`src/hpd_pkg.sv`:
```
package hpd_pkg;

  localparam int unsigned MaxFolds = 8;
  localparam int unsigned Faces    = 6;
  localparam int unsigned FoldCntW = $clog2(MaxFolds + 1);

  localparam int unsigned InW     = 24;
  localparam int unsigned CompW   = 25;
  localparam int unsigned FdW     = 23;
  localparam int unsigned NormW   = 16;
  localparam int unsigned ProdW   = CompW + NormW;
  localparam int unsigned ProjW   = ProdW + 1;
  localparam int unsigned LimitW  = FdW + 14;
  localparam int unsigned FaceW   = 3;
  localparam int unsigned SumW    = 52;
  localparam int unsigned RootW   = SumW / 2;
  localparam int unsigned SepW    = 25;
  localparam int unsigned CfgIdxW = 3;
  localparam int unsigned CfgW    = 32;

  // compare chain registers: product, projection, one pick register per face cell
  localparam int unsigned PickLat = 2 + Faces;

  localparam logic [CfgIdxW-1:0] RegPeriodic = 3'd0;
  localparam logic [CfgIdxW-1:0] RegFaceDist = 3'd1;

  localparam logic [FaceW-1:0] FaceNone = 3'd0;

  typedef struct packed {
    logic signed [ProjW-1:0] best;
    logic [FaceW-1:0]        face;
  } pick_t;

endpackage

```
`src/hpd_face_cell.sv`:
```
module hpd_face_cell (
  input  logic                             clk_i,
  input  logic signed [hpd_pkg::CompW-1:0] dx_i,
  input  logic signed [hpd_pkg::CompW-1:0] dy_i,
  input  logic [hpd_pkg::CfgW-1:0]         normal_i,
  input  logic [hpd_pkg::LimitW-1:0]       limit_i,
  input  logic [hpd_pkg::FaceW-1:0]        face_id_i,
  input  hpd_pkg::pick_t                   pick_i,
  output hpd_pkg::pick_t                   pick_o
);

  logic signed [hpd_pkg::NormW-1:0] nx, ny;
  logic signed [hpd_pkg::ProdW-1:0] px_q, py_q;
  logic signed [hpd_pkg::ProjW-1:0] proj_q;
  logic signed [hpd_pkg::ProjW-1:0] limit_s;
  hpd_pkg::pick_t                   pick_q;
  logic                             take;

  assign nx      = normal_i[31:16];
  assign ny      = normal_i[15:0];
  assign limit_s = signed'({{(hpd_pkg::ProjW-hpd_pkg::LimitW){1'b0}}, limit_i});
  assign take    = (proj_q > limit_s) && (proj_q > pick_i.best);

  always_ff @(posedge clk_i) begin
    px_q   <= hpd_pkg::ProdW'(dx_i * nx);
    py_q   <= hpd_pkg::ProdW'(dy_i * ny);
    proj_q <= hpd_pkg::ProjW'(px_q) + hpd_pkg::ProjW'(py_q);
    if (take) begin
      pick_q.best <= proj_q;
      pick_q.face <= face_id_i;
    end else begin
      pick_q <= pick_i;
    end
  end

  assign pick_o = pick_q;

endmodule

```
`config.mk`:
```
export PLATFORM = sky130hd
export DESIGN_NAME = hpd_face_cell
export DESIGN_NICKNAME = d
export VERILOG_FILES = /design/src/hpd_pkg.sv /design/src/hpd_face_cell.sv
export SDC_FILE = /design/constraint.sdc
export NUM_CORES = 2
export LEC_CHECK = 0
export ABC_AREA = 0
export ABC_CLOCK_PERIOD_IN_PS = 7990
export BUFFER_PORTS_ARGS = -buffer_cell sky130_fd_sc_hd__buf_2
export CORE_ASPECT_RATIO = 0.9
export CORE_MARGIN = 4
export CORE_UTILIZATION = 65
export DETAILED_ROUTE_END_ITERATION = 16
export GPL_ROUTABILITY_DRIVEN = 0
export HOLD_SLACK_MARGIN = 0.06
export MAX_ROUTING_LAYER = met4
export PLACE_DENSITY = 0.84
export RECOVER_POWER = 50
export SLEW_MARGIN = 20
export SYNTH_ARGS = -nofsm -noshare
export SYNTH_HDL_FRONTEND = slang
export SYNTH_SLANG_ARGS = --single-unit
```
`constraint.sdc`:
```
create_clock -name clk_i -period 7.99 [get_ports clk_i]
set_clock_uncertainty 0.15 [all_clocks]
set_input_delay 1.1985 -clock clk_i [delete_from_list [all_inputs] [get_ports clk_i]]
set_output_delay 1.1985 -clock clk_i [all_outputs]
set_load 0.02 [all_outputs]
```
# [Yosys cells after proc, flatten, opt, wreduce, memory -nomap -nowiden]
# Cells that the tools add are included.
[classes] multipliers=2 muxes=1 reduce_logical=1 n_lt_le_gt_ge=2 div_mod_pow=0 n_bitwise=0 shift=0 n_addsub=1 n_eq_ne=0
[ops] op="multiplier 25 x 16 -> 41 bit" n=2
[ops] op="two-way mux 45 bit" n=1
[ops] op="adder 41 x 41 -> 42 bit" n=1
[ops] op="> comparator 42 x 38 -> 1 bit" n=1
[ops] op="> comparator 42 bit" n=1
[ops] op="logical AND 1 bit" n=1
[totals] latchBits=0 register_bits=169 output_inout_bits=45 ram_bits=0 n_memories=0 word_cells=12 mem_bits_ro=0

# [Logic depth before layout (Yosys ltp)]
[logic_depth] word_depth=3 ltp_mapped=25 depth_no_buf=23

# [Worst setup path after synthesis]
# OpenSTA, ideal clock, no wires.
[synth_path] path_type="in2reg" startpoint="in dx_i[14] (netlist bit)" endpoint="reg px_q[40] (netlist bit)" path_slack_ps=669 stages=23 arrival_time_ps=7083 n_path_buf=1 setup_time_ps=88 required_time_ps=7752 path_cell_list="clkbuf_1 nand2_1 fa_1 inv_1 fa_1 inv_1 fa_1 inv_1 fa_1 fa_1 inv_1 fa_1 inv_1 ha_1 and2_4 a221oi_2 and3b_1 a211oi_2 a2111oi_4 o31ai_2 a221oi_2 nor2_1 a311oi_2"
[synth_via] elab_chain_len=1
[synth_lines] item="from (decl)" line_no="hpd_face_cell.sv:3" rtl="input logic signed [hpd_pkg::CompW-1:0] dx_i,"
[synth_lines] item="multiplier 25 x 16 -> 41 bit" line_no="hpd_face_cell.sv:25" rtl="px_q <= hpd_pkg::ProdW'(dx_i * nx);"
[synth_lines] item="to (signal assigned)" line_no="hpd_face_cell.sv:25"
[synth_lines] item="to (decl)" line_no="hpd_face_cell.sv:13" rtl="logic signed [hpd_pkg::ProdW-1:0] px_q, py_q;"
# No other way between the ends.

# [Final worst setup path]
[layout_path] startpoint="in dx_i[3] (netlist bit)" endpoint="reg px_q[39] (netlist bit)"
# The elaborated chain is that of the path after synthesis.

==> reports/summary.json <==
{
  "outcome": {"value": "finished with violations"},
  "violations": {"value": "capacitance limit, slew limit"},
  "clock_latency_reported_for_the_late_side_of_the_worst_skew_pair": {"value": 0.46, "unit": "ns"},
  "postSynthNetCount": {"value": 5303},
  "fmax": {"value": 134, "unit": "MHz"},
  "fin_tns_setup": {"value": 0, "unit": "ns"},
  "critical_path_class": {"value": "primary input to flop"},
  "timing.hold.worst.start": {"value": "px_q[0]"},
  "tightest_slew": {"value": 1.81, "unit": "ns"},
  "placement_setup_slack": {"value": 0.140, "unit": "ns"},
  "final_nets": {"value": 5439},
  "critical-path-top-cell-by-count": {"value": "sky130_fd_sc_hd__fa_1"},
  "floorplan.initialDensity": {"value": 65.8, "unit": "%"},
  "cts.sink_count": {"value": 169},
  "grt_setup_unrepaired": {"value": "no"},
  "die_x": {"value": 259, "unit": "um"},
  "slew_violations": {"value": 13},
  "drt-vias-per-instance": {"value": 5.61},
  "netlist-cell-type-count": {"value": 74},
  "asyncSetResetFlopFracSynth": {"value": 0, "unit": "%"},
  "worst_setup_path_end_kind": {"value": "flop"},
  "fillCellCount": {"value": 4242},
  "commonest_non_fill_non_tap_cell_in_the_layout": {"value": "sky130_fd_sc_hd__inv_1"},
  "io-pin-count": {"value": 213},
  "clk_path_buf_depth": {"value": 2},
  "yosys_warnings": {"value": 0},
  "routedWlPerCell": {"value": 17.7, "unit": "um"},
  "postCtsSetupBuffers": {"value": 0},
  "drt.antenna.violating_nets": {"value": 0},
  "tritoncts": {"value": "done"},
  "core-area": {"value": 55800, "unit": "um^2"},
  "cts-resized-gates": {"value": 0},
  "slew_headroom": {"value": -20.6, "unit": "%"},
  "regToRegStartpoint": {"value": "proj_q[23]"},
  "timing.final.crit_share": {"value": 93.1, "unit": "%"},
  "crit_start": {"value": "dx_i[3]"},
  "drt_iter0_markers": {"value": 1960},
  "floorplan.die_area": {"value": 60400, "unit": "um^2"},
  "report.final.hold_viol_count": {"value": 0},
  "finalCriticalPeriod": {"value": 7.44, "unit": "ns"},
  "worst_setup_hold_path_clk_slew": {"value": 0.07, "unit": "ns"},
  "grt_start_max_net_pins": {"value": 35},
  "crit_path_top_delay_cell": {"value": "sky130_fd_sc_hd__clkbuf_1"},
  "postLayoutSetupSlackWorst": {"value": 0.552, "unit": "ns"},
  "drt_pre_antenna_iters": {"value": 6},
  "synth-main-ff-cell": {"value": "sky130_fd_sc_hd__dfxtp_1"},
  "cts-buffers-inserted": {"value": 17},
  "grt_use_total": {"value": 31.3, "unit": "%"},
  "synthesis.instances": {"value": 4038},
  "dp_hpwl": {"value": 73400, "unit": "um"},
  "worstPathArrival": {"value": 7.66, "unit": "ns"},
  "critical_path.cell_chain": {"value": "clkbuf_1 > nand2_1 > fa_1 > fa_1 > fa_1 > inv_1 > fa_1 > fa_1 > inv_1 > fa_1 > inv_1 > ha_1 > and2_4 > a221oi_2 > a2bb2oi_1 > o31a_1 > o211ai_2 > a2111oi_2 > o31ai_1 > a221oi_2 > xnor2_1"},
  "global_route.overflow_total": {"value": 0},
  "placement_rows": {"value": 82},
  "grt_pass1_wl": {"value": 146000, "unit": "um"},
  "setup.worst_path.start_class": {"value": "primary input"},
  "route.detailed.drc": {"value": 0},
  "flow.area_growth_from_synthesis": {"value": 6.21, "unit": "%"},
  "cts_hold_buffers": {"value": 0},
  "h_tree_lvl_count": {"value": 4},
  "holdCritPathClass": {"value": "flop to flop"},
  "synth.cell_area": {"value": 36700, "unit": "um^2"},
  "sequential_share_of_the_synthesized_area": {"value": 9.21, "unit": "%"},
  "slowest_delay": {"value": 0.60, "unit": "ns"},
  "postRouteWirelength": {"value": 87500, "unit": "um"},
  "cp_data_required_time": {"value": 8.21, "unit": "ns"},
  "timing.critical_path.fanout_max": {"value": 16},
  "numPortBuffers": {"value": 212},
  "final_layout_size_suffix_gt1_share": {"value": 6.28, "unit": "%"},
  "placed_area": {"value": 38500, "unit": "um^2"},
  "synth.ff_latch_count": {"value": 169},
  "detailroute.via_count": {"value": 27732},
  "first_global_vias": {"value": 30184},
  "max_cap_violations": {"value": 1},
  "design_area": {"value": 39000, "unit": "um^2"},
  "synth_enable_flop_cells": {"value": 0},
  "synth.avg_cell_area": {"value": 9.10, "unit": "um^2"},
  "number_of_antenna_violations_at_the_first_check_in_global_routing": {"value": 4},
  "setup_viol": {"value": 0},
  "die_height": {"value": 234, "unit": "um"},
  "layout_common_cells": {"value": "988 x sky130_fd_sc_hd__inv_1, 777 x sky130_fd_sc_hd__fa_1, 492 x sky130_fd_sc_hd__nand2_1"},
  "cts_root_buffer": {"value": "sky130_fd_sc_hd__clkbuf_16"}
}
## registers in the layout, summed over array words and instances (netlist names)
name and count:
px_q 41, pick_o 45, py_q 41, proj_q 42
## Yosys cell counts, types with 28 or more instances
cell	count	area, um^2
sky130_fd_sc_hd__nand2_1	492	1850
sky130_fd_sc_hd__xor2_1	34	298
sky130_fd_sc_hd__dfxtp_1	169	3380
sky130_fd_sc_hd__nand2b_1	31	194
sky130_fd_sc_hd__xnor2_1	83	727
sky130_fd_sc_hd__a21oi_1	103	515
sky130_fd_sc_hd__and2_1	326	2040
sky130_fd_sc_hd__inv_1	988	3710
sky130_fd_sc_hd__ha_1	320	4000
sky130_fd_sc_hd__mux2_1	39	439
sky130_fd_sc_hd__fa_1	777	15600
sky130_fd_sc_hd__nor2_1	112	420
sky130_fd_sc_hd__clkbuf_1	132	495
sky130_fd_sc_hd__o21ai_0	62	310
sky130_fd_sc_hd__nand4_1	28	175
sky130_fd_sc_hd__a21o_1	77	578
## critical path: cells and delay by family
| kind | cells | cell delay (ns) |
|---|---|---|
| adders and majority gates | 7 | 3.19 |
| buffers and inverters | 4 | 0.75 |
| and+or+nand+nor | 2 | 0.35 |
| xor gates and xnor gates | 1 | 0.15 |
| AOI/OAI and AO/OA | 7 | 2.03 |
## metrics by stage
stage	hold WS [ns]	cells	util, %
finish	0.338	4946	69.9
global route	0.358	4945	69.9
CTS	0.342	4943	70.1
detailed placement	0.319	4911	69.0
global placement	0.327	4911	69.0
floorplan	0.270	4038	-
## logic make-up (layout without fill, tap and decap cells)
logic type / count (synthesis) / in the layout / share of synthesized area, %
other: 0 / 3 / 0
adder cells (fa/ha/maj): 1097 / 1097 / 53.2
buffers and inverters: 1124 / 1273 / 11.6
flip-flops: 169 / 169 / 9.21
multiplexers: 47 / 47 / 1.43
AND/OR/NAND/NOR: 1104 / 1104 / 14.6
AO/OA/AOI/OAI: 380 / 380 / 7.12
XOR/XNOR: 117 / 117 / 2.79
## cell type report
class	count	area, um^2	share of cell area (%)
clock inverters	14	158	0.404
flip-flops and latches	169	3380	8.67
clock buffers	18	439	1.13
multi-input cells	2745	29100	74.5
well taps	756	946	2.42
repair buffers	253	1310	3.35
diodes	3	7.51	0.0192
inverters	988	3710	9.51
## path summary, 6_finish.rpt
check                           depth (start not counted)  slack [ns]         end
worst max-delay path                                   21        0.55    px_q[39]
worst min-delay path                                    1        0.34   proj_q[0]
worst max register to register                         11        2.73  pick_o[21]
worst min register to register                          1        0.34   proj_q[0]
## per-layer routing
layer | wire [um] | global-route usage, % | up-vias
met5 | 0 | - | -
met4 | 4790 | 14.9 | 0
met3 | 6560 | 4.61 | 319
met2 | 42700 | 51.4 | 1218
met1 | 33500 | 38.8 | 13788
li1 | - | - | 12407
Power is left out: the tool's default activity adds up to more than one toggle a clock period on the data nets, which glitch-free logic cannot reach.
