[src/hpd_pkg.sv]
package hpd_pkg;

  localparam int unsigned MaxFolds = 8;
  localparam int unsigned Faces    = 6;
  localparam int unsigned FoldCntW = $clog2(MaxFolds + 1);

  localparam int unsigned InW     = 24;
  localparam int unsigned CompW   = 25;
  localparam int unsigned FdW     = 23;
  localparam int unsigned NormW   = 16;
  localparam int unsigned ProdW   = CompW + NormW;
  localparam int unsigned ProjW   = ProdW + 1;
  localparam int unsigned LimitW  = FdW + 14;
  localparam int unsigned FaceW   = 3;
  localparam int unsigned SumW    = 52;
  localparam int unsigned RootW   = SumW / 2;
  localparam int unsigned SepW    = 25;
  localparam int unsigned CfgIdxW = 3;
  localparam int unsigned CfgW    = 32;

  // compare chain registers: product, projection, one pick register per face cell
  localparam int unsigned PickLat = 2 + Faces;

  localparam logic [CfgIdxW-1:0] RegPeriodic = 3'd0;
  localparam logic [CfgIdxW-1:0] RegFaceDist = 3'd1;

  localparam logic [FaceW-1:0] FaceNone = 3'd0;

  typedef struct packed {
    logic signed [ProjW-1:0] best;
    logic [FaceW-1:0]        face;
  } pick_t;

endpackage

[src/hpd_sqrt.sv]
module hpd_sqrt (
  input  logic                       clk_i,
  input  logic                       rst_ni,
  input  logic                       start_i,
  input  logic [hpd_pkg::SumW-1:0]   value_i,
  output logic                       done_o,
  output logic [hpd_pkg::SepW-1:0]   root_o
);

  typedef enum logic [1:0] {SQ_IDLE, SQ_RUN, SQ_ROUND} sq_state_e;

  localparam int unsigned RemW = hpd_pkg::RootW + 1;
  localparam int unsigned CntW = $clog2(hpd_pkg::RootW + 1);

  sq_state_e                  state_q;
  logic [hpd_pkg::SumW-1:0]   v_q;
  logic [RemW-1:0]            rem_q;
  logic [hpd_pkg::RootW-1:0]  root_q;
  logic [CntW-1:0]            cnt_q;
  logic                       done_q;
  logic [RemW+1:0]            rem_sh;
  logic [RemW+1:0]            trial;
  logic                       fits;

  assign rem_sh = {rem_q, v_q[hpd_pkg::SumW-1 -: 2]};
  assign trial  = {1'b0, root_q, 2'b01};
  assign fits   = rem_sh >= trial;

  always_ff @(posedge clk_i or negedge rst_ni) begin
    if (!rst_ni) begin
      state_q <= SQ_IDLE;
      done_q  <= 1'b0;
      cnt_q   <= '0;
    end else begin
      done_q <= 1'b0;
      unique case (state_q)
        SQ_IDLE: begin
          if (start_i) begin
            v_q     <= value_i;
            rem_q   <= '0;
            root_q  <= '0;
            cnt_q   <= CntW'(hpd_pkg::RootW);
            state_q <= SQ_RUN;
          end
        end
        SQ_RUN: begin
          // one result bit per cycle, two radicand bits consumed
          v_q <= {v_q[hpd_pkg::SumW-3:0], 2'b00};
          if (fits) begin
            rem_q  <= RemW'(rem_sh - trial);
            root_q <= {root_q[hpd_pkg::RootW-2:0], 1'b1};
          end else begin
            rem_q  <= RemW'(rem_sh);
            root_q <= {root_q[hpd_pkg::RootW-2:0], 1'b0};
          end
          cnt_q <= cnt_q - 1'b1;
          if (cnt_q == CntW'(1)) state_q <= SQ_ROUND;
        end
        SQ_ROUND: begin
          // round to nearest: bump when remainder exceeds root
          if (rem_q > {1'b0, root_q}) root_q <= root_q + 1'b1;
          done_q  <= 1'b1;
          state_q <= SQ_IDLE;
        end
        default: state_q <= SQ_IDLE;
      endcase
    end
  end

  assign done_o = done_q;
  assign root_o = root_q[hpd_pkg::SepW-1:0];

endmodule

[config.mk]
export PLATFORM = sky130hd
export DESIGN_NAME = hpd_sqrt
export DESIGN_NICKNAME = d
export VERILOG_FILES = /design/src/hpd_pkg.sv /design/src/hpd_sqrt.sv
export SDC_FILE = /design/constraint.sdc
export NUM_CORES = 1
export LEC_CHECK = 0
export ABC_AREA = 1
export BUFFER_PORTS_ARGS = -buffer_cell sky130_fd_sc_hd__buf_4
export CAP_MARGIN = 20
export CORE_ASPECT_RATIO = 0.5
export CORE_MARGIN = 2
export CORE_UTILIZATION = 50
export CTS_CLUSTER_DIAMETER = 30
export DETAILED_ROUTE_END_ITERATION = 6
export PLACE_DENSITY = 0.67
export SLEW_MARGIN = 25
export SYNTH_ARGS = -nofsm -noshare
export SYNTH_HDL_FRONTEND = slang
export SYNTH_SLANG_ARGS = --single-unit
[constraint.sdc]
create_clock -name clk_i -period 14.2 [get_ports clk_i]
set_clock_uncertainty 0.05 [all_clocks]
set_input_delay 2.84 -clock clk_i [delete_from_list [all_inputs] [get_ports clk_i]]
set_output_delay 2.84 -clock clk_i [all_outputs]
set_load 0.005 [all_outputs]
# After elaboration in Yosys (flattened, before gate mapping)
# Index checks and enable logic that the tools add are counted.
# totals
reg_bits	113
latchBits	0
ram_bits	0
rom_bits	0
in_bits	55
out_inout_bits	26
word_cells	39
memories	0
# classes
n_addsub	3
n_mul	0
div	0
magnitude_cmp	2
eq_ne	6
n_shift	0
n_mux	15
bitwise	0
n_reduce_logical	7
# ops
cell	count
$pmux 52 s2	1
$pmux 26 s3	1
$mux 27	2
$pmux 27 s2	1
$mux 26	2
$mux 52	1
$ge 29x28->1	1
$gt 27x26->1	1
$sub 27x27->27	1
$add 26x1->26 const B	1
$pmux 5 s2	1
$ne 2x2->1 const B	3
$eq 5x1->1 const B	1
$mux 5	1
$sub 5x1->5 const B	1
$mux 2	2
$pmux 2 s2	1
$reduce_and 2->1	2
$reduce_and 4->1	1
$reduce_and 3->1	1
$reduce_bool 3->1	1
$eq 2x1->1 const B	1
$eq 2x2->1 const B	1
$logic_not 2->1	1
other kinds (2)	3

# Depth between registers and ports, before layout
# Gate-level depths: netlist (run 1).
# depth
word_depth	3
mapped_depth	17
ltp_nobuf	16

# Worst setup path before layout (run 1)
# Ideal clock, no wire load.
# synth_timing
kind	input -> register
startpoint	input start_i
endpoint	register rem_q[0] (enable)
setup_time_ps	517
arrival_time_ps	6425
required_ps	13633
slack_ps	7208
stages	4
path_buffers	0
path_cell_list	nor2_1 -> inv_1 -> o21ai_0 -> nor2_1
# synth_via
elab_chain_cells	2
# synth_lines
element	line_no	rtl
start, declared	hpd_sqrt.sv:4	input logic start_i,
$ne 2x2->1 (no line)	--	
$reduce_and 3->1 (no line)	--	
end signal, assigned	hpd_sqrt.sv:50	rem_q <= RemW'(rem_sh - trial);
end signal, assigned	hpd_sqrt.sv:53	rem_q <= RemW'(rem_sh);
end, declared	hpd_sqrt.sv:17	logic [RemW-1:0] rem_q;
# No other way between the ends.
# A chain may end at the register's enable or synchronous reset.

# Worst setup path after layout (run 1)
# layout_timing
startpoint	input start_i
endpoint	register rem_q[24] (enable)
# Same word-level chain as after synthesis.

==> results of run 1 <==
==> cells by family after synthesis <==
family          share of synthesized area [%]
xor+xnor                                1.395
fa+ha+maj                               5.519
buf+inv                                 11.60
simple gates                            34.54
flops                                   41.09
compound gates                          5.856
==> power by group through the flow <==
stage | Sequential (mW) | Combinational, mW | Clock (mW)
global placement | 0.647 | 1.16 | 0
detailed placement | 0.650 | 1.19 | 0
floorplan | 0.625 | 0.924 | 0
global route | 0.663 | 1.37 | 0.421
finish | 0.646 | 1.20 | 0.400
CTS | 0.646 | 1.19 | 0.405
==> per-layer routing <==
layer / track usage [%] / wire length, um / vias to the layer above
met1: 35.96 / 10050 / 3356
met3: 4.859 / 1496 / 28
li1: - / - / 3709
met5: 0 / 0 / -
met4: 8.135 / 379 / 0
met2: 39.97 / 9055 / 259
==> placed cells by master, fill, tap and decap left out, types with 3 or more instances in the layout <==
| cell | Yosys | layout |
|---|---|---|
| nand3b_1 | 6 | 6 |
| nor3_1 | 14 | 14 |
| ha_1 | 36 | 34 |
| nand3_1 | 71 | 71 |
| nor2_1 | 111 | 110 |
| nand2_2 | 5 | 5 |
| clkbuf_16 | 0 | 17 |
| inv_2 | 6 | 6 |
| nand2_1 | 448 | 448 |
| buf_4 | 27 | 82 |
| inv_1 | 160 | 159 |
| clkinv_4 | 0 | 3 |
| o21bai_1 | 17 | 17 |
| clkinv_2 | 0 | 5 |
| dfrtp_1 | 8 | 8 |
| edfxtp_1 | 105 | 105 |
| o21ai_0 | 19 | 19 |
| nand4_1 | 11 | 11 |
| xor2_1 | 11 | 11 |
| a21oi_1 | 45 | 44 |
| clkinvlp_4 | 0 | 4 |
| nor2_4 | 3 | 4 |
==> worst max-delay path: cells and delay by family <==
family | cells | cell delay (ns)
buf+inv | 3 | 0.77
simple gates | 2 | 0.19
compound gates | 1 | 0.23
==> state kept, by name, indices dropped and copies added (netlist names) <==
name     flops
v_q         52
rem_q       27
done_o       1
cnt_q        5
state_q      2
root_q      26
==> synthesized netlist by cell type (all sizes together) <==
cell type,instances
a21oi,46
a31oi,1
and2,2
buf,36
clkbuf,16
clkinv,1
dfrtp,8
edfxtp,105
ha,36
inv,166
nand2,454
nand3,72
nand3b,6
nand4,11
nor2,116
nor3,17
nor3b,1
o211ai,2
o21ai,19
o21bai,17
or2,2
xnor2,2
xor2,11
==> metrics by stage <==
step / utilization, % / setup slack [ns] / power [mW]
floorplan: - / 7.208 / 1.549
CTS: 59.34 / 9.889 / 2.245
detailed placement: 55.84 / 9.459 / 1.836
global route: 59.38 / 9.977 / 2.451
global placement: 55.84 / 9.540 / 1.811
finish: 59.38 / 10.08 / 2.246
==> cell type report <==
cell class | count | area [um^2]
fillers | 1493 | 6375
multi-input cells | 815 | 3887
flip-flops and latches | 113 | 3353
inverters | 167 | 628.1
repair buffers | 83 | 626.9
clock buffers | 19 | 432.9
well taps | 221 | 276.5
clock inverters | 13 | 115.1
==> worst paths after layout <==
kind,startpoint,to,cells after the start
setup reg to reg,root_q[16],rem_q[20],11
setup / recovery,start_i,rem_q[24],6
hold reg to reg,v_q[23],v_q[25],2
hold / removal,v_q[23],v_q[25],2
min in group asynchronous,rst_ni,cnt_q[3],1
max in group asynchronous,rst_ni,state_q[0],1
==> qor.csv, run 1 <==
stage;metric;value;unit
status;status;complete, no violations;
detailed_routing;DR vias;7352;
synth;post-synthesis register bit count;113;
final_layout;Ant. Diodes;0;
clocking;Setup Fix Bufs, Post-CTS;0;
power;switching pwr;1.060;mW
min_path;Worst Hold Class;flop to flop;
floorplan;Initial Utilization;52.00;%
timing;setup TNS;0;ns
timing;Final Hold Fails;0;
detailed_routing;drt drc;0;
clocking;clk slew on worst S/H paths;0.06;ns
placement;Port Buffers;80;
floorplan;die height;94.34;um
global_route;number of global-route vias before repair;6901;
floorplan;Die W;184.7;um
timing;Final Critical Period;4.117;ns
timing;period utilization;28.99;%
detailed_routing;Iteration-0 DRC Markers;718;
timing;slew margin rel.;41.76;%
floorplan;std cell rows;32;
setup_path;Worst Path Arrival;4.11;ns
timing;final slew viol count;0;
synth;mapped cell area;8162;um^2
clocking;clk sinks;113;
placement;RePlAce Congestion;0.9752;
clocking;H-tree levels;4;
setup_path;CP Capture Type;flop;
setup_path;Setup CP Type;input port to flop;
setup_path;Max stage delay cell, worst path;buf_6;
synth;dominant cell type by area after synthesis;edfxtp_1;
placement;placed instance count;1399;
timing;Hold Slack;0.4700;ns
clocking;clock tree buffer depth;2;
power;Seq pwr share;28.8;%
final_layout;Post-Layout Cell Count;1431;
global_route;first-pass GRT wire length;34070;um
floorplan;num ports;81;
floorplan;die area;17420;um^2
synth;sequential-to-total area share from yosys stat;41.09;%
flow_run;maxcap violations;0;
placement;DP HPWL;15230;um
clocking;post-CTS sizing;0;
setup_path;Critical Path RT;14.19;ns
final_layout;Area Growth Syn to Fin;14.20;%
detailed_routing;drt pass-1 iters;5;
synth;Synth top area share;38.63;%
global_route;initial antenna violation count;0;
timing;RSZ-0062 raised after global routing;false;
detailed_routing;via-per-instance ratio;5.138;
synth;Synthesis Warnings;0;
placement;Post-DP Area;8765;um^2
global_route;gr ovfl total;0;
timing;Fmax achieved;0.2429;GHz
power;VDD IR max;97.66;uV
global_route;global-route usage over all layers;25.51;%
power;Comb power frac;53.4;%
clocking;cts hold-fix bufs;0;
power;switch share;47.19;%
clocking;CTS buffer count;17;
synth;top area cells in the synthesized netlist;edfxtp_1 39%, nand2_1 21%, inv_1 7.4%;
detailed_routing;WL/cell;14.66;um
clocking;clock root buffer;clkbuf_16;
setup_path;crit-path cells;buf_4 > nor2_1 > inv_1 > o21ai_0 > nor2_4 > buf_6;
final_layout;final instance area;9320;um^2
synth;Netlist cell types;35;
clocking;CTS tree;done;
final_layout;fraction of layout cells with a size suffix above 1;11.74;%
global_route;largest net degree at the start of global routing;80;
synth;Synth Net Count;1238;
setup_path;CP startpoint kind;input port;
power;P per Cell Area;241.0;nW/um^2
synth;Syn Area/Cell;7.116;um^2
timing;worst slew pin tran;0.8726;ns
setup_path;max incr delay on CP;0.57;ns
timing;Final setup viols;0;
power;Static Leak;4.564;nW
detailed_routing;final WL;20980;um
detailed_routing;ANT nets after route;0;
clocking;worst-skew pair later-pin latency;0.42;ns
power;clock network fraction of design power;17.8;%
power;Internal Power;1.186;mW
floorplan;Core ar.;15700;um^2
final_layout;# nets final;1288;
setup_path;flop2flop setup slack;11.22;ns
setup_path;CP max FO;79;
synth;Synth Instances;1147;
Note: power is estimated with default switching activity, not from simulation.
==> run 2: changes to the inputs <==
--- a/config.mk
+++ b/config.mk
@@ -13,7 +13,7 @@
 export CORE_UTILIZATION = 50
 export CTS_CLUSTER_DIAMETER = 30
 export DETAILED_ROUTE_END_ITERATION = 6
-export PLACE_DENSITY = 0.67
+export PLACE_DENSITY = 0.7
 export SLEW_MARGIN = 25
 export SYNTH_ARGS = -nofsm -noshare
 export SYNTH_HDL_FRONTEND = slang
==> constraint.sdc (replaced) <==
create_clock -name clk_i -period 3.4 [get_ports clk_i]
set_clock_uncertainty 0.05 [all_clocks]
set_input_delay 0.68 -clock clk_i [delete_from_list [all_inputs] [get_ports clk_i]]
set_output_delay 0.68 -clock clk_i [all_outputs]
set_load 0.005 [all_outputs]
==> qor.csv, run 2 (synthesis results as in run 1) <==
stage;metric;value;unit;change
timing;RSZ-0062 raised after global routing;false;;
floorplan;Core ar.;15700;um^2;unchanged
placement;placed instance count;1406;;+0.50%
detailed_routing;WL/cell;15.68;um;+7.0%
clocking;clock tree buffer depth;2;;unchanged
timing;Final setup viols;0;;unchanged
flow_run;maxcap violations;0;;unchanged
clocking;clk sinks;113;;unchanged
final_layout;multi-input combinational cell area;3885;um^2;about the same
placement;RePlAce Congestion;0.9359;;-4.0%
placement;Port Buffers;80;;unchanged
detailed_routing;ANT nets after route;0;;unchanged
global_route;first-pass GRT wire length;36430;um;+6.9%
timing;worst slew pin tran;0.8469;ns;-0.02570 ns
final_layout;fraction of layout cells with a size suffix above 1;12.08;%;+0.34 points
global_route;global-route usage over all layers;27.67;%;+2.2 points
clocking;Setup Fix Bufs, Post-CTS;0;;unchanged
setup_path;max incr delay on CP;0.46;ns;-0.11 ns
clocking;cts hold-fix bufs;0;;unchanged
global_route;gr ovfl total;0;;unchanged
clocking;CTS buffer count;17;;unchanged
detailed_routing;Iteration-0 DRC Markers;602;;-16%
final_layout;fillers;1461;;-2.1%
global_route;largest net degree at the start of global routing;73;;-8.8%
clocking;clk slew on worst S/H paths;0.06;ns;about the same
power;Static Leak;4.639;nW;+1.6%
final_layout;Ant. Diodes;0;;unchanged
final_layout;Core Util, Final;60.26;%;+0.88 points
setup_path;CP Capture Type;flop;;
min_path;Worst Hold Class;input port to asynchronous set/reset pin;;
setup_path;Critical Path RT;3.53;ns;-10.66 ns
setup_path;crit-path cells;inv_1 > ha_1 > nand2_1 > inv_1 > nand2_1 > nand3_1 > nand2_1 > nand2_2 > nand3_4 > nand2_4 > inv_2 > nor2_1 > nor2_1;;
final_layout;Area Growth Syn to Fin;15.88;%;
floorplan;num ports;81;;unchanged
timing;Final Hold Fails;0;;unchanged
timing;period utilization;87.58;%;
global_route;initial antenna violation count;0;;unchanged
floorplan;die area;17420;um^2;unchanged
timing;Final Critical Period;2.978;ns;
final_layout;register area;3353;um^2;unchanged
final_layout;commonest non-fill, non-tap cells in the layout;448 x nand2_1, 159 x inv_1, 110 x nor2_1;;
final_layout;max FFs per register;52;;unchanged
clocking;H-tree levels;4;;unchanged
timing;Hold Slack;0.01050;ns;-0.4595 ns
clocking;CTS tree;done;;
final_layout;biggest regs;v_q: 52 flops, rem_q: 27 flops, root_q: 26 flops;;
setup_path;Max stage delay cell, worst path;edfxtp_1;;
power;VDD IR max;410.8;uV;+320%
setup_path;Worst Path Arrival;3.11;ns;-1.00 ns
timing;setup TNS;0;ns;unchanged
detailed_routing;DR vias;7496;;+2.0%
setup_path;Crit path top cell by count;nand2_1;;
setup_path;CP max FO;30;;-62%
power;P per Cell Area;1038;nW/um^2;+330%
detailed_routing;drt pass-1 iters;7;;+2
timing;Fmax achieved;0.3358;GHz;
final_layout;most common cell after layout, fill and taps aside;nand2_1;;
setup_path;CP startpoint kind;flop;;
clocking;clock root buffer;clkbuf_16;;
status;violated checks;DRC;;
timing;final slew viol count;0;;unchanged
final_layout;# nets final;1295;;+0.54%
timing;slew margin rel.;43.46;%;+1.7 points
placement;DP HPWL;16700;um;+9.7%
power;Pwr Total;9.815;mW;+340%
clocking;post-CTS sizing;0;;unchanged
final_layout;Largest Register;v_q;;
setup_path;Setup CP Type;flop to flop;;
clocking;worst-skew pair later-pin latency;0.43;ns;about the same
status;status;complete, but fails checks;;
detailed_routing;final WL;22550;um;+7.5%
floorplan;Initial Utilization;52.00;%;unchanged
floorplan;Die W;184.7;um;unchanged
detailed_routing;via-per-instance ratio;5.213;;+1.5%
detailed_routing;drt drc;4;;+4
floorplan;die height;94.34;um;unchanged
final_layout;Post-Layout Cell Count;1438;;+0.49%
floorplan;std cell rows;32;;unchanged
global_route;number of global-route vias before repair;7142;;+3.5%
## run 2: cell types whose count changed in the layout (fill, tap and decap cells not counted), moves of 2 or more
cell / change
clkinv_1: +2
buf_4: +6
bufinv_16: +3
clkinv_4: -2
clkinv_2: -3
buf_12: +2
## run 2: metrics by stage
step	setup WS (ns)	instance area, um^2
floorplan	0.06138	8169
global placement	0.5062	8842
CTS	0.4498	9458
detailed placement	0.4901	8842
finish	0.4222	9458
global route	0.1921	9458
## run 2: report_power, final
| part | internal [mW] | switching (mW) |
|---|---|---|
| clock | 1.22 | 0.699 |
| sequential | 2.32 | 0.371 |
| combinational | 1.70 | 3.51 |
## run 2: critical path: cells and delay by family (launching register included)
| family | cells | cell delay (ns) |
|---|---|---|
| and+or+nand+nor | 9 | 1.32 |
| buffers and inverters | 3 | 0.51 |
| adders and majority gates | 1 | 0.38 |
| DFF | 1 | 0.46 |
## run 2: final cells by class
type	count	area share, %
multi-input combinational	815	41.08
clock inverter	14	1.971
inverter	167	6.628
timing repair buffer	90	7.408
sequential	113	35.45
tap	221	2.924
clock buffer	18	4.538
## run 2: routing by layer
layer / part of all wire [%] / global-route usage (%)
met4: 2.6 / 9.921
met1: 46 / 38.46
met2: 42 / 43.14
met5: 0 / 0
met3: 9.1 / 5.785
## run 2: final timing paths
kind	start	to	slack (ns)	depth (start not counted)
min in group clk_i	cnt_q[3]	cnt_q[3]	0.45	2
max in group asynchronous	rst_ni	cnt_q[4]	3.15	1
worst max register to register	root_q[2]	rem_q[12]	0.42	13
worst min register to register	cnt_q[3]	cnt_q[3]	0.45	2
worst min-delay path	rst_ni	done_o	0.01	1
worst max-delay path	root_q[2]	rem_q[12]	0.42	13
==> run 3: changes to the inputs <==
--- a/config.mk
+++ b/config.mk
@@ -14,6 +14,7 @@
 export CTS_CLUSTER_DIAMETER = 30
 export DETAILED_ROUTE_END_ITERATION = 6
 export PLACE_DENSITY = 0.7
+export RECOVER_POWER = 100
 export SLEW_MARGIN = 25
 export SYNTH_ARGS = -nofsm -noshare
 export SYNTH_HDL_FRONTEND = slang
==> qor.csv, run 3 (synthesis results as in run 1) <==
stage;metric;value;unit;change
status;status;complete, no violations;;
clocking;Setup Fix Bufs, Post-CTS;0;;unchanged
clocking;post-CTS sizing;0;;unchanged
clocking;CTS tree;done;;
placement;pre-CTS WS;0.4901;ns;unchanged
detailed_routing;DR vias;7434;;-0.83%
setup_path;Max stage delay cell, worst path;edfxtp_1;;
placement;Post-DP Area;8842;um^2;unchanged
global_route;number of global-route vias before repair;7142;;unchanged
detailed_routing;drt drc;0;;-4
final_layout;register area;3353;um^2;unchanged
floorplan;die area;17420;um^2;unchanged
setup_path;Critical path origin;root_q[20];;
global_route;gr ovfl total;0;;unchanged
global_route;initial antenna violation count;0;;unchanged
setup_path;max incr delay on CP;0.46;ns;about the same
final_layout;fillers;1464;;+0.21%
clocking;H-tree levels;4;;unchanged
setup_path;critical path endpoint;root_q[12];;
detailed_routing;Detail Route met2 WL;9516;um;+0.46%
timing;slew margin rel.;2.871;%;-41 points
clocking;clk slew on worst S/H paths;0.06;ns;about the same
clocking;cts hold-fix bufs;0;;unchanged
timing;period utilization;90.97;%;+3.4 points
final_layout;Area Growth Syn to Fin;15.36;%;
detailed_routing;final WL;22510;um;-0.16%
timing;Final Hold Fails;0;;unchanged
min_path;Worst Hold Class;input port to asynchronous set/reset pin;;
detailed_routing;uppermost layer routed;met4;;
final_layout;Ant. Diodes;0;;unchanged
placement;DP HPWL;16700;um;unchanged
floorplan;Core ar.;15700;um^2;unchanged
final_layout;Post-Layout Cell Count;1438;;unchanged
global_route;largest net degree at the start of global routing;73;;unchanged
final_layout;fraction of layout cells with a size suffix above 1;11.34;%;-0.74 points
setup_path;CP Capture Type;flop;;
detailed_routing;wire length on met3;2003;um;-2.8%
final_layout;# nets final;1295;;unchanged
timing;Hold Slack;0.1336;ns;+0.1230 ns
final_layout;most common cell after layout, fill and taps aside;nand2_1;;
floorplan;Die W;184.7;um;unchanged
power;Static Leak;4.603;nW;-0.78%
final_layout;Largest Register;v_q;;
detailed_routing;met1 wire length;10460;um;+0.28%
final_layout;multi-input combinational cell area;3867;um^2;-0.45%
setup_path;worst r2r src;root_q[20];;
timing;final slew viol count;0;;unchanged
flow_run;maxcap violations;0;;unchanged
clocking;CTS buffer count;17;;unchanged
floorplan;Initial Utilization;52.00;%;unchanged
clocking;clock tree buffer depth;2;;unchanged
placement;RePlAce Congestion;0.9359;;unchanged
placement;placed instance count;1406;;unchanged
global_route;first-pass GRT wire length;36430;um;unchanged
clocking;worst-skew pair later-pin latency;0.43;ns;about the same
detailed_routing;Iteration-0 DRC Markers;594;;-1.3%
setup_path;CP startpoint kind;flop;;
detailed_routing;ANT nets after route;0;;unchanged
setup_path;worst reg2reg endpoint;root_q[12];;
timing;Fmax achieved;0.3233;GHz;-3.7%
timing;worst slew pin tran;1.457;ns;+0.6100 ns
final_layout;final instance area;9415;um^2;-0.45%
setup_path;Worst Path Arrival;3.11;ns;about the same
clocking;clock root buffer;clkbuf_16;;
final_layout;commonest non-fill, non-tap cells in the layout;448 x nand2_1, 160 x inv_1, 111 x nor2_1;;
floorplan;num ports;81;;unchanged
timing;Final Critical Period;3.093;ns;+0.1150 ns
floorplan;std cell rows;32;;unchanged
timing;setup slack after layout;0.3072;ns;-0.1150 ns
timing;setup TNS;0;ns;unchanged
placement;Port Buffers;80;;unchanged
setup_path;R2R cell count;13;;unchanged
floorplan;die height;94.34;um;unchanged
setup_path;Critical Path RT;3.42;ns;-0.11 ns
detailed_routing;WL/cell;15.65;um;-0.16%
power;VDD IR max;409.3;uV;-0.35%
final_layout;max FFs per register;52;;unchanged
clocking;clk sinks;113;;unchanged
power;P per Cell Area;1039;nW/um^2;about the same
detailed_routing;via-per-instance ratio;5.170;;-0.83%
setup_path;flop2flop setup slack;0.31;ns;-0.12 ns
global_route;global-route usage over all layers;27.67;%;unchanged
detailed_routing;drt pass-1 iters;5;;-2
setup_path;Crit path top cell by count;nand2_1;;
final_layout;biggest regs;v_q: 52 flops, rem_q: 27 flops, root_q: 26 flops;;
timing;RSZ-0062 raised after global routing;false;;
setup_path;crit-path cells;inv_1 > ha_1 > nand2_1 > nor2_1 > inv_1 > nor3_2 > nand2_1 > nand2_1 > inv_1 > nand2_1 > nand2_1 > a21oi_1 > clkbuf_4;;
setup_path;Setup CP Type;flop to flop;;
setup_path;CP max FO;26;;-13%
timing;Final setup viols;0;;unchanged
## run 3: cell count changes in the layout (fill, tap and decap cells not counted), sizes merged
cell	previous run	this run
buf	90	61
clkbuf	18	47
## run 3: per-stage QoR
| step | util, % | power [mW] |
|---|---|---|
| finish | 59.99 | 9.779 |
| global route | 59.99 | 10.60 |
| CTS | 60.26 | 9.781 |
| detailed placement | 56.34 | 7.826 |
| global placement | 56.34 | 7.753 |
| floorplan | - | 6.451 |
## run 3: where the power goes
group          total [mW]  switching [mW]  internal [mW]
Combinational        5.17            3.50           1.68
Clock                1.92           0.696           1.22
Sequential           2.69           0.368           2.32
## run 3: final cells by class
class / instances / share of cell area (%)
repair buffers: 90 / 7.176
well taps: 221 / 2.937
multi-input cells: 815 / 41.08
inverters: 167 / 6.658
flip-flops and latches: 113 / 35.61
clock inverters: 14 / 1.980
clock buffers: 18 / 4.558
## run 3: worst max-delay path, delay by kind of cell, from the launching register on
family	cells	cell delay, ns
compound gates	1	0.13
fa+ha+maj	1	0.41
buf+inv	4	0.73
flops	1	0.46
simple gates	7	0.92
## run 3: worst min path at each step
stage,start,endpoint,slack (ns),cells after the start
global route,rst_ni,state_q[1],0.17,1
detailed placement,cnt_q[3],cnt_q[3],0.43,2
CTS,rst_ni,done_o,0.005,1
global placement,cnt_q[3],cnt_q[3],0.42,2
floorplan,rst_ni,cnt_q[0],0.33,0
finish,rst_ni,done_o,0.13,1
## run 3: layer usage
metal | vias to the layer above | GRT usage (%)
li1 | 3716 | -
met1 | 3393 | 38.46
met2 | 287 | 43.14
met3 | 38 | 5.785
met4 | 0 | 9.921
met5 | - | 0
